[config.mk]
export PLATFORM = sky130hd
export DESIGN_NAME = spu_adpcm_block_decoder
export DESIGN_NICKNAME = d
export VERILOG_FILES = /design/src/hdl/spuadpcm_pkg.sv /design/src/hdl/spuadpcm_filter.sv /design/src/hdl/spu_adpcm_block_decoder.sv
export SDC_FILE = /design/constraint.sdc
export NUM_CORES = 2
export LEC_CHECK = 0
export ABC_AREA = 0
export BUFFER_PORTS_ARGS = -buffer_cell sky130_fd_sc_hd__buf_2
export CORE_AREA = 5 5 281 283
export CTS_BUF_LIST = sky130_fd_sc_hd__clkbuf_4 sky130_fd_sc_hd__clkbuf_8
export DETAILED_ROUTE_END_ITERATION = 12
export DIE_AREA = 0 0 286 288
export HOLD_SLACK_MARGIN = 0.1
export MAX_ROUTING_LAYER = met4
export PLACE_DENSITY = 0.66
export SYNTH_ARGS = -nofsm -noshare
export SYNTH_HDL_FRONTEND = slang
export SYNTH_SLANG_ARGS = --single-unit
[constraint.sdc]
create_clock -name clk -period 31.9 [get_ports clk]
set_clock_uncertainty 0.05 [all_clocks]
set_input_delay 4.785 -clock clk [delete_from_list [all_inputs] [get_ports clk]]
set_output_delay 4.785 -clock clk [all_outputs]
set_load 0.01 [all_outputs]
[src/hdl/spuadpcm_pkg.sv]
// Package for the SPU ADPCM block decoder.
// Holds the transfer types, the state encoding, the filter coefficients and the
// default parameter values; it depends on nothing.
package spuadpcm_pkg;

    localparam int DEF_INTERLEAVE_BYTES = 256;
    localparam int DEF_NUM_CHANNELS     = 2;

    localparam int BLOCK_BYTES = 16;
    localparam int NUM_FILTERS = 5;
    localparam int MAX_SHIFT   = 12;

    localparam int HIST_W   = 32;
    localparam int SAMPLE_W = 16;
    localparam int COEF_W   = 8;
    localparam int PROD_W   = HIST_W + COEF_W;
    localparam int ACC_W    = 36;

    localparam logic [3:0] BYTE_HEADER = 4'd0;
    localparam logic [3:0] BYTE_FLAGS  = 4'd1;
    localparam logic [3:0] BYTE_LAST   = 4'd15;

    localparam logic [7:0] FLAGS_REPEAT = 8'h03;

    typedef struct packed {
        logic [7:0] data_byte;
        logic       stream_start;
    } in_item_t;

    typedef struct packed {
        logic signed [SAMPLE_W-1:0] sample_first;
        logic signed [SAMPLE_W-1:0] sample_second;
        logic                       channel_id;
        logic                       block_good;
        logic                       loop_start_mark;
        logic                       loop_end_mark;
        logic                       loop_repeat;
        logic                       block_last;
    } out_item_t;

    typedef enum logic [2:0] {
        ST_IDLE,
        ST_READ,
        ST_MUL0,
        ST_SUM0,
        ST_MUL1,
        ST_SUM1,
        ST_EMIT
    } state_t;

    typedef struct packed {
        logic       load;
        logic [2:0] filter;
        logic [3:0] shift;
        logic [3:0] nibble;
    } filt_ctrl_t;

    function automatic logic signed [COEF_W-1:0] coef_recent(input logic [2:0] filter);
        logic signed [COEF_W-1:0] c;
        case (filter)
            3'd1:    c = 8'sd60;
            3'd2:    c = 8'sd115;
            3'd3:    c = 8'sd98;
            3'd4:    c = 8'sd122;
            default: c = 8'sd0;
        endcase
        return c;
    endfunction

    function automatic logic signed [COEF_W-1:0] coef_older(input logic [2:0] filter);
        logic signed [COEF_W-1:0] c;
        case (filter)
            3'd2:    c = -8'sd52;
            3'd3:    c = -8'sd55;
            3'd4:    c = -8'sd60;
            default: c = 8'sd0;
        endcase
        return c;
    endfunction

endpackage

[src/hdl/spuadpcm_filter.sv]
// Prediction filter for one ADPCM nibble, shared by both nibbles of a byte.
// The load cycle registers the scaled nibble and both history products; the
// next cycle sums them and saturates. Depends on spuadpcm_pkg.
module spuadpcm_filter (
    input  logic                                    clk,
    input  spuadpcm_pkg::filt_ctrl_t                ctrl,
    input  logic signed [spuadpcm_pkg::HIST_W-1:0]  hist_recent,
    input  logic signed [spuadpcm_pkg::HIST_W-1:0]  hist_older,
    output logic signed [spuadpcm_pkg::HIST_W-1:0]  cur_sat,
    output logic signed [spuadpcm_pkg::SAMPLE_W-1:0] sample
);

    localparam int PW = spuadpcm_pkg::PROD_W;
    localparam int AW = spuadpcm_pkg::ACC_W;
    localparam int HW = spuadpcm_pkg::HIST_W;
    localparam int SW = spuadpcm_pkg::SAMPLE_W;

    logic signed [PW-1:0] prod_recent;
    logic signed [PW-1:0] prod_older;
    logic signed [PW-1:0] adj_recent;
    logic signed [PW-1:0] adj_older;
    logic signed [15:0]   scaled;
    logic signed [15:0]   scaled_reg;
    logic signed [AW-1:0] term_recent_reg;
    logic signed [AW-1:0] term_older_reg;
    logic signed [AW-1:0] cur;
    logic signed [AW-1:0] rounded;
    logic signed [AW-1:0] quot;
    logic                 fits_hist;
    logic                 fits_sample;

    always_comb
    begin
        prod_recent = hist_recent * spuadpcm_pkg::coef_recent(ctrl.filter);
        prod_older  = hist_older * spuadpcm_pkg::coef_older(ctrl.filter);
        adj_recent  = prod_recent + PW'({6{prod_recent[PW-1]}});
        adj_older   = prod_older + PW'({6{prod_older[PW-1]}});
        scaled      = $signed({ctrl.nibble, 12'b0}) >>> ctrl.shift;
    end

    always_ff @(posedge clk)
    begin
        if (ctrl.load)
        begin
            scaled_reg      <= scaled;
            term_recent_reg <= AW'(adj_recent >>> 6);
            term_older_reg  <= AW'(adj_older >>> 6);
        end
    end

    always_comb
    begin
        cur       = (AW'(scaled_reg) <<< 6) + term_recent_reg + term_older_reg;
        fits_hist = (cur[AW-1:HW-1] == {(AW-HW+1){cur[AW-1]}});
        if (fits_hist)
            cur_sat = cur[HW-1:0];
        else if (cur[AW-1])
            cur_sat = {1'b1, {(HW-1){1'b0}}};
        else
            cur_sat = {1'b0, {(HW-1){1'b1}}};

        rounded     = cur + AW'(32);
        quot        = $signed(rounded + AW'({6{rounded[AW-1]}})) >>> 6;
        fits_sample = (quot[AW-1:SW-1] == {(AW-SW+1){quot[AW-1]}});
        if (fits_sample)
            sample = quot[SW-1:0];
        else if (quot[AW-1])
            sample = {1'b1, {(SW-1){1'b0}}};
        else
            sample = {1'b0, {(SW-1){1'b1}}};
    end

endmodule

[src/hdl/spu_adpcm_block_decoder.sv]
// Top level of the SPU ADPCM block decoder: byte position, block header,
// per-channel history memory and the output register.
// Depends on spuadpcm_pkg and spuadpcm_filter.
//
// The input channel (in_valid, in_ready, in_data) takes one byte of an
// interleaved stream of 16-byte ADPCM blocks per transfer. Pages of
// INTERLEAVE_BYTES bytes go to channels 0 .. NUM_CHANNELS-1 in turn. Setting
// stream_start on a byte restarts the position and clears all histories.
// Header bytes, flag bytes and page tail bytes produce no result; the block stays
// idle for them. A sample byte with a good header holds in_ready low from its
// transfer until its result is loaded: one history memory read, then a
// multiply step and a sum step for each of its two nibbles through the single
// filter unit, then the result register load. A sample byte of a bad block skips
// the filter and gives zero samples through the result register.
// Histories live in a memory with one read port and one write port; a valid bit
// per channel makes a cleared channel read as zero, so reset needs no sweep.
// After reset the block is at position zero with empty histories. When the
// receiver stalls, the held result waits in the output register; the next input
// is still taken, and its own result waits until that register is free.
module spu_adpcm_block_decoder #(
    parameter int INTERLEAVE_BYTES = spuadpcm_pkg::DEF_INTERLEAVE_BYTES,
    parameter int NUM_CHANNELS     = spuadpcm_pkg::DEF_NUM_CHANNELS
) (
    input  logic                    clk,
    input  logic                    rst_n,
    input  logic                    in_valid,
    output logic                    in_ready,
    input  spuadpcm_pkg::in_item_t  in_data,
    output logic                    out_valid,
    input  logic                    out_ready,
    output spuadpcm_pkg::out_item_t out_data
);

    localparam int WITHIN_W    = $clog2(INTERLEAVE_BYTES);
    localparam int CH_W        = (NUM_CHANNELS > 1) ? $clog2(NUM_CHANNELS) : 1;
    localparam int PAGE_BLOCKS = (INTERLEAVE_BYTES / spuadpcm_pkg::BLOCK_BYTES)
                                 * spuadpcm_pkg::BLOCK_BYTES;
    localparam int HW          = spuadpcm_pkg::HIST_W;

    spuadpcm_pkg::state_t     state_reg;
    spuadpcm_pkg::state_t     state_next;
    spuadpcm_pkg::filt_ctrl_t filt_ctrl;
    spuadpcm_pkg::out_item_t  pend_reg;
    spuadpcm_pkg::out_item_t  out_reg;

    logic [WITHIN_W-1:0]   within_reg;
    logic [WITHIN_W-1:0]   within_next;
    logic [CH_W-1:0]       ch_reg;
    logic [CH_W-1:0]       ch_next;
    logic [WITHIN_W-1:0]   cur_within;
    logic [CH_W-1:0]       cur_ch;
    logic [CH_W-1:0]       item_ch_reg;
    logic [2:0]            filter_reg;
    logic [3:0]            shift_reg;
    logic                  hdr_valid_reg;
    logic [7:0]            flags_reg;
    logic [NUM_CHANNELS-1:0] hist_vld_reg;
    logic [7:0]            byte_reg;
    logic [2*HW-1:0]       mem [NUM_CHANNELS];
    logic [2*HW-1:0]       rd_data_reg;
    logic                  rd_vld_reg;
    logic                  mem_we;
    logic signed [HW-1:0]  h1_reg;
    logic signed [HW-1:0]  h2_reg;
    logic signed [HW-1:0]  op_recent;
    logic signed [HW-1:0]  op_older;
    logic signed [HW-1:0]  cur_sat;
    logic signed [spuadpcm_pkg::SAMPLE_W-1:0] sample;
    logic                  out_valid_reg;
    logic                  accept;
    logic                  in_tail;
    logic [3:0]            byte_idx;
    logic                  hdr_bad;
    logic                  is_sample;
    logic                  emit_fire;

    assign in_ready  = (state_reg == spuadpcm_pkg::ST_IDLE);
    assign accept    = in_valid && in_ready;
    assign out_valid = out_valid_reg;
    assign out_data  = out_reg;
    assign emit_fire = (state_reg == spuadpcm_pkg::ST_EMIT) && (!out_valid_reg || out_ready);
    assign mem_we    = (state_reg == spuadpcm_pkg::ST_SUM1);

    always_comb
    begin
        cur_ch     = in_data.stream_start ? '0 : ch_reg;
        cur_within = in_data.stream_start ? '0 : within_reg;
        in_tail    = ({1'b0, cur_within} >= (WITHIN_W+1)'(PAGE_BLOCKS));
        byte_idx   = cur_within[3:0];
        hdr_bad    = (in_data.data_byte[7:4] >= 4'(spuadpcm_pkg::NUM_FILTERS))
                     || (in_data.data_byte[3:0] > 4'(spuadpcm_pkg::MAX_SHIFT));
        is_sample  = !in_tail && (byte_idx != spuadpcm_pkg::BYTE_HEADER)
                     && (byte_idx != spuadpcm_pkg::BYTE_FLAGS);
        if (cur_within == WITHIN_W'(INTERLEAVE_BYTES - 1))
        begin
            within_next = '0;
            ch_next     = (cur_ch == CH_W'(NUM_CHANNELS - 1)) ? '0 : cur_ch + CH_W'(1);
        end
        else
        begin
            within_next = cur_within + WITHIN_W'(1);
            ch_next     = cur_ch;
        end
    end

    always_comb
    begin
        state_next = state_reg;
        case (state_reg)
            spuadpcm_pkg::ST_IDLE:
            begin
                if (accept && is_sample)
                    state_next = hdr_valid_reg ? spuadpcm_pkg::ST_READ : spuadpcm_pkg::ST_EMIT;
            end
            spuadpcm_pkg::ST_READ: state_next = spuadpcm_pkg::ST_MUL0;
            spuadpcm_pkg::ST_MUL0: state_next = spuadpcm_pkg::ST_SUM0;
            spuadpcm_pkg::ST_SUM0: state_next = spuadpcm_pkg::ST_MUL1;
            spuadpcm_pkg::ST_MUL1: state_next = spuadpcm_pkg::ST_SUM1;
            spuadpcm_pkg::ST_SUM1: state_next = spuadpcm_pkg::ST_EMIT;
            spuadpcm_pkg::ST_EMIT:
            begin
                if (emit_fire)
                    state_next = spuadpcm_pkg::ST_IDLE;
            end
            default: state_next = spuadpcm_pkg::ST_IDLE;
        endcase
    end

    always_ff @(posedge clk or negedge rst_n)
    begin
        if (!rst_n)
        begin
            state_reg     <= spuadpcm_pkg::ST_IDLE;
            within_reg    <= '0;
            ch_reg        <= '0;
            filter_reg    <= '0;
            shift_reg     <= '0;
            hdr_valid_reg <= 1'b0;
            flags_reg     <= '0;
            hist_vld_reg  <= '0;
            out_valid_reg <= 1'b0;
        end
        else
        begin
            state_reg <= state_next;
            if (emit_fire)
                out_valid_reg <= 1'b1;
            else if (out_ready)
                out_valid_reg <= 1'b0;
            if (mem_we)
                hist_vld_reg[item_ch_reg] <= 1'b1;
            if (accept)
            begin
                within_reg <= within_next;
                ch_reg     <= ch_next;
                if (in_data.stream_start)
                begin
                    hist_vld_reg <= '0;
                    flags_reg    <= '0;
                end
                if (!in_tail && byte_idx == spuadpcm_pkg::BYTE_HEADER)
                begin
                    if (hdr_bad)
                    begin
                        hdr_valid_reg <= 1'b0;
                        filter_reg    <= '0;
                        shift_reg     <= '0;
                        if (!in_data.stream_start)
                            hist_vld_reg[cur_ch] <= 1'b0;
                    end
                    else
                    begin
                        hdr_valid_reg <= 1'b1;
                        filter_reg    <= in_data.data_byte[6:4];
                        shift_reg     <= in_data.data_byte[3:0];
                    end
                end
                if (!in_tail && byte_idx == spuadpcm_pkg::BYTE_FLAGS)
                    flags_reg <= in_data.data_byte;
            end
        end
    end

    always_comb
    begin
        if (state_reg == spuadpcm_pkg::ST_MUL0)
        begin
            op_recent = rd_vld_reg ? rd_data_reg[2*HW-1:HW] : '0;
            op_older  = rd_vld_reg ? rd_data_reg[HW-1:0] : '0;
        end
        else
        begin
            op_recent = h1_reg;
            op_older  = h2_reg;
        end
        filt_ctrl.load   = (state_reg == spuadpcm_pkg::ST_MUL0)
                           || (state_reg == spuadpcm_pkg::ST_MUL1);
        filt_ctrl.filter = filter_reg;
        filt_ctrl.shift  = shift_reg;
        filt_ctrl.nibble = (state_reg == spuadpcm_pkg::ST_MUL0) ? byte_reg[3:0] : byte_reg[7:4];
    end

    spuadpcm_filter u_filter (
        .clk         (clk),
        .ctrl        (filt_ctrl),
        .hist_recent (op_recent),
        .hist_older  (op_older),
        .cur_sat     (cur_sat),
        .sample      (sample)
    );

    always_ff @(posedge clk)
    begin
        if (mem_we)
            mem[item_ch_reg] <= {cur_sat, h1_reg};
        if (state_reg == spuadpcm_pkg::ST_READ)
        begin
            rd_data_reg <= mem[item_ch_reg];
            rd_vld_reg  <= hist_vld_reg[item_ch_reg];
        end
    end

    always_ff @(posedge clk)
    begin
        if (accept)
        begin
            item_ch_reg              <= cur_ch;
            byte_reg                 <= in_data.data_byte;
            pend_reg.sample_first    <= '0;
            pend_reg.sample_second   <= '0;
            pend_reg.channel_id      <= cur_ch[0];
            pend_reg.block_good      <= hdr_valid_reg;
            pend_reg.loop_start_mark <= flags_reg[2];
            pend_reg.loop_end_mark   <= flags_reg[0];
            pend_reg.loop_repeat     <= (flags_reg == spuadpcm_pkg::FLAGS_REPEAT);
            pend_reg.block_last      <= (byte_idx == spuadpcm_pkg::BYTE_LAST);
        end
        case (state_reg)
            spuadpcm_pkg::ST_MUL0:
            begin
                h1_reg <= op_recent;
                h2_reg <= op_older;
            end
            spuadpcm_pkg::ST_SUM0:
            begin
                h2_reg                <= h1_reg;
                h1_reg                <= cur_sat;
                pend_reg.sample_first <= sample;
            end
            spuadpcm_pkg::ST_SUM1:
            begin
                pend_reg.sample_second <= sample;
            end
            default:
            begin
            end
        endcase
        if (emit_fire)
            out_reg <= pend_reg;
    end

`ifndef ASSERT_OFF
    a_start_clears_history: assert property (@(posedge clk) disable iff (!rst_n)
        (accept && in_data.stream_start) |=> (hist_vld_reg == '0))
        else $error("stream start did not clear the channel histories");

    a_writeback_then_emit: assert property (@(posedge clk) disable iff (!rst_n)
        mem_we |=> (state_reg == spuadpcm_pkg::ST_EMIT) && hist_vld_reg[$past(item_ch_reg)])
        else $error("history write-back not followed by result emission");

    a_emit_loads_output: assert property (@(posedge clk) disable iff (!rst_n)
        emit_fire |=> out_valid && (out_data == $past(pend_reg)))
        else $error("result register did not take the pending result");

    a_no_result_from_header: assert property (@(posedge clk) disable iff (!rst_n)
        (accept && !is_sample) |=> (state_reg == spuadpcm_pkg::ST_IDLE))
        else $error("header or tail byte started sample processing");
`endif

endmodule

==> flow_summary.toml <==
[logic_synthesis]
synth-seq-cells = 456
yosysSeqAreaShare_pct = 35.8
synth.avg_cell_area_um2 = 10.2
synth-async-reset-ratio_pct = 6.80
synth.distinct_cells = 108
syn_area_um2 = 37800
syn-num-nets = 4274
ys.flop_type = "edfxtp_1"
synth_cells = 3691
yosysTopAreaCell = "edfxtp_1"
yosys_warnings = 0
ys_top_cells_by_area = "edfxtp_1 34%, fa_1 16%, ha_1 9.1%"
synth_edf_count = 425
synth_top_area_share_pct = 33.8

[grt]
grt_pass1_wl_mm = 158
grt_use_met3_pct = 5.67
antenna_found_initial = 8
use_met2_pct = 38.7
grt_use_total_pct = 25.5
grt_overflow_total = 0
grt_max_degree = 71
busiest_layer = "met2"
grt_pass1_vias = 27300
grt_use_met1_pct = 34.4

[layout]
final_common_cell = "inv_1"
stdcell_count = 4778
final_cell_mix = "438 x inv_1, 425 x edfxtp_1, 356 x nand2_1"
multiInputGateArea_um2 = 22100
seq_area_um2 = 13500
largest_register_ffs = 128
layout-drive-gt1-share_pct = 10.1
syn_to_final_growth_pct = 7.47
fin_nets = 4311
fin_area_um2 = 40600
n_fill_cell = 6878

[clock_tree]
clk_path_buf_depth = 3
cts_resized = 0
clock_latency_ns = 0.69
numCtsBuffers = 79
htree_levels = 3
clk_pin_slew_ns = 0.06
cts_tree = "built"
root_buffer = "clkbuf_8"
post_cts_buffers = 0
hold_buffers = 0
cts.sinks = 456

[worst_hold_path]
hp-class = "reg -> reg"
min_path_cells = 0

[routing]
routedWlPerCell_um = 21.5
postRouteWirelength_mm = 102
avgViaCountPerCell = 5.79
ant_nets = 0
drt-initial-drc-count = 2035
first_pass_iters = 5
vias = 27600
drcViolationCount = 0

[timing]
rsz0062_at_grt = "false"
worst_slew_pin_slew_ns = 1.20
slew-limit-headroom_pct = 20.1
tns_ns = 0
worst_slack_ns = 20.72
fin_crit_sh_pct = 35.0
slew_violations = 0
fin_crit_ns = 11.18
finalSetupViolCount = 0
hold_viol = 0
timing.fmax_ghz = 0.0894

[floorplan]
num_rows = 102
dieArea_um2 = 82400
io_pins = 53
coreArea_um2 = 76400
initial_core_util_pct = 49.4
die_y_um = 288
die_w_um = 286

[outcome]
status = "finished clean"

[placed_design]
portBuffers = 52
postPlaceCellArea_um2 = 39100
routabilityCongestion = 0.980
dp.cells = 4635
dp_hpwl_mm = 77.9
dp_slack_ns = 20.83

[worst_setup_path]
critPathLaunchType = "flip-flop"
cpMaxStageDelayCell = "buf_4"
max_stage_delay_ns = 0.73
crit_type = "reg -> reg"
cp.required_ns = 32.26
crit_arrival_ns = 11.54
r2r_cells = 32
worstPathMaxFanout = 70
crit_path_end_kind = "flip-flop"

[job]
maxCapViolations = 0
==> metal layers <==
metal  vias to the layer above  wire [um]
met4                         0       3480
li1                      12900          -
met1                     13700      44300
met5                         -          0
met2                       896      46400
met3                       182       8280
==> cell usage after synthesis (14+ instances only) <==
| library cell | n |
|---|---|
| o21ai_0 | 152 |
| xnor2_1 | 135 |
| o211ai_1 | 18 |
| mux2_2 | 98 |
| nand3_1 | 85 |
| nor2b_1 | 29 |
| mux2i_1 | 15 |
| nor2_1 | 305 |
| xor2_1 | 57 |
| nor4_1 | 17 |
| ha_1 | 275 |
| inv_1 | 439 |
| nand2b_1 | 24 |
| o21a_1 | 27 |
| a211oi_1 | 16 |
| dfrtp_1 | 31 |
| edfxtp_1 | 425 |
| o31ai_1 | 15 |
| a21oi_1 | 195 |
| fa_1 | 295 |
| and2_1 | 51 |
| nand4_1 | 38 |
| nand2_1 | 358 |
| clkbuf_1 | 111 |
| a31oi_1 | 15 |
| nor3_1 | 44 |
| a21o_1 | 69 |
| o21ai_1 | 41 |
| and3_1 | 66 |
| or3_1 | 14 |
==> worst paths after layout <==
check                                          from                                    end  slack (ns)
max                        state_reg[2]$_DFFE_PN0P_  u_filter.term_older_reg[33]$_DFFE_PN_       20.72
min                          pend_reg[18]$_DFFE_PP_                 out_data[18]$_DFFE_PP_        0.36
max reg2reg                state_reg[2]$_DFFE_PN0P_  u_filter.term_older_reg[33]$_DFFE_PN_       20.72
min reg2reg                  pend_reg[18]$_DFFE_PP_                 out_data[18]$_DFFE_PP_        0.36
max in group asynchronous                     rst_n               state_reg[2]$_DFFE_PN0P_       27.10
min in group asynchronous                     rst_n              within_reg[3]$_DFFE_PN0P_        4.15
==> final cells by class <==
class | instances | area share [%]
well taps | 988 | 3.04
clock inverters | 34 | 0.548
diodes | 3 | 0.0185
inverters | 441 | 4.08
flip-flops and latches | 456 | 33.3
clock buffers | 106 | 3.18
multi-input cells | 2662 | 54.5
repair buffers | 88 | 1.31
==> stage by stage <==
stage / hold slack, ns / util (%)
floorplan: 0.350 / -
global placement: 0.352 / 51.1
detailed placement: 0.355 / 51.1
CTS: 0.359 / 53.1
global route: 0.373 / 53.1
finish: 0.358 / 53.1
==> cell families (layout without fill, tap and decap cells) <==
| kind of cell | Yosys count | count (layout) | share of synthesized area, % |
|---|---|---|---|
| and+or+nand+nor | 1103 | 1103 | 14.1 |
| AOI/OAI and AO/OA | 683 | 683 | 11.8 |
| buffers and inverters | 573 | 669 | 5.80 |
| adders and majority gates | 570 | 570 | 24.7 |
| DFF | 456 | 456 | 35.8 |
| xor gates and xnor gates | 193 | 193 | 4.49 |
| muxes | 113 | 113 | 3.32 |
| other | 0 | 3 | 0 |
==> worst max-delay path, delay by kind of cell (launching register included) <==
| kind | cells | cell delay [ns] |
|---|---|---|
| AO/OA/AOI/OAI | 11 | 3.49 |
| XOR/XNOR | 2 | 0.73 |
| adder cells (fa/ha/maj) | 6 | 2.42 |
| buffers and inverters | 4 | 1.02 |
| flip-flops | 1 | 0.50 |
| AND/OR/NAND/NOR | 9 | 2.63 |
Power is not shown: default switching activity piles up to over one toggle a cycle in this logic, so the estimate is an artifact.
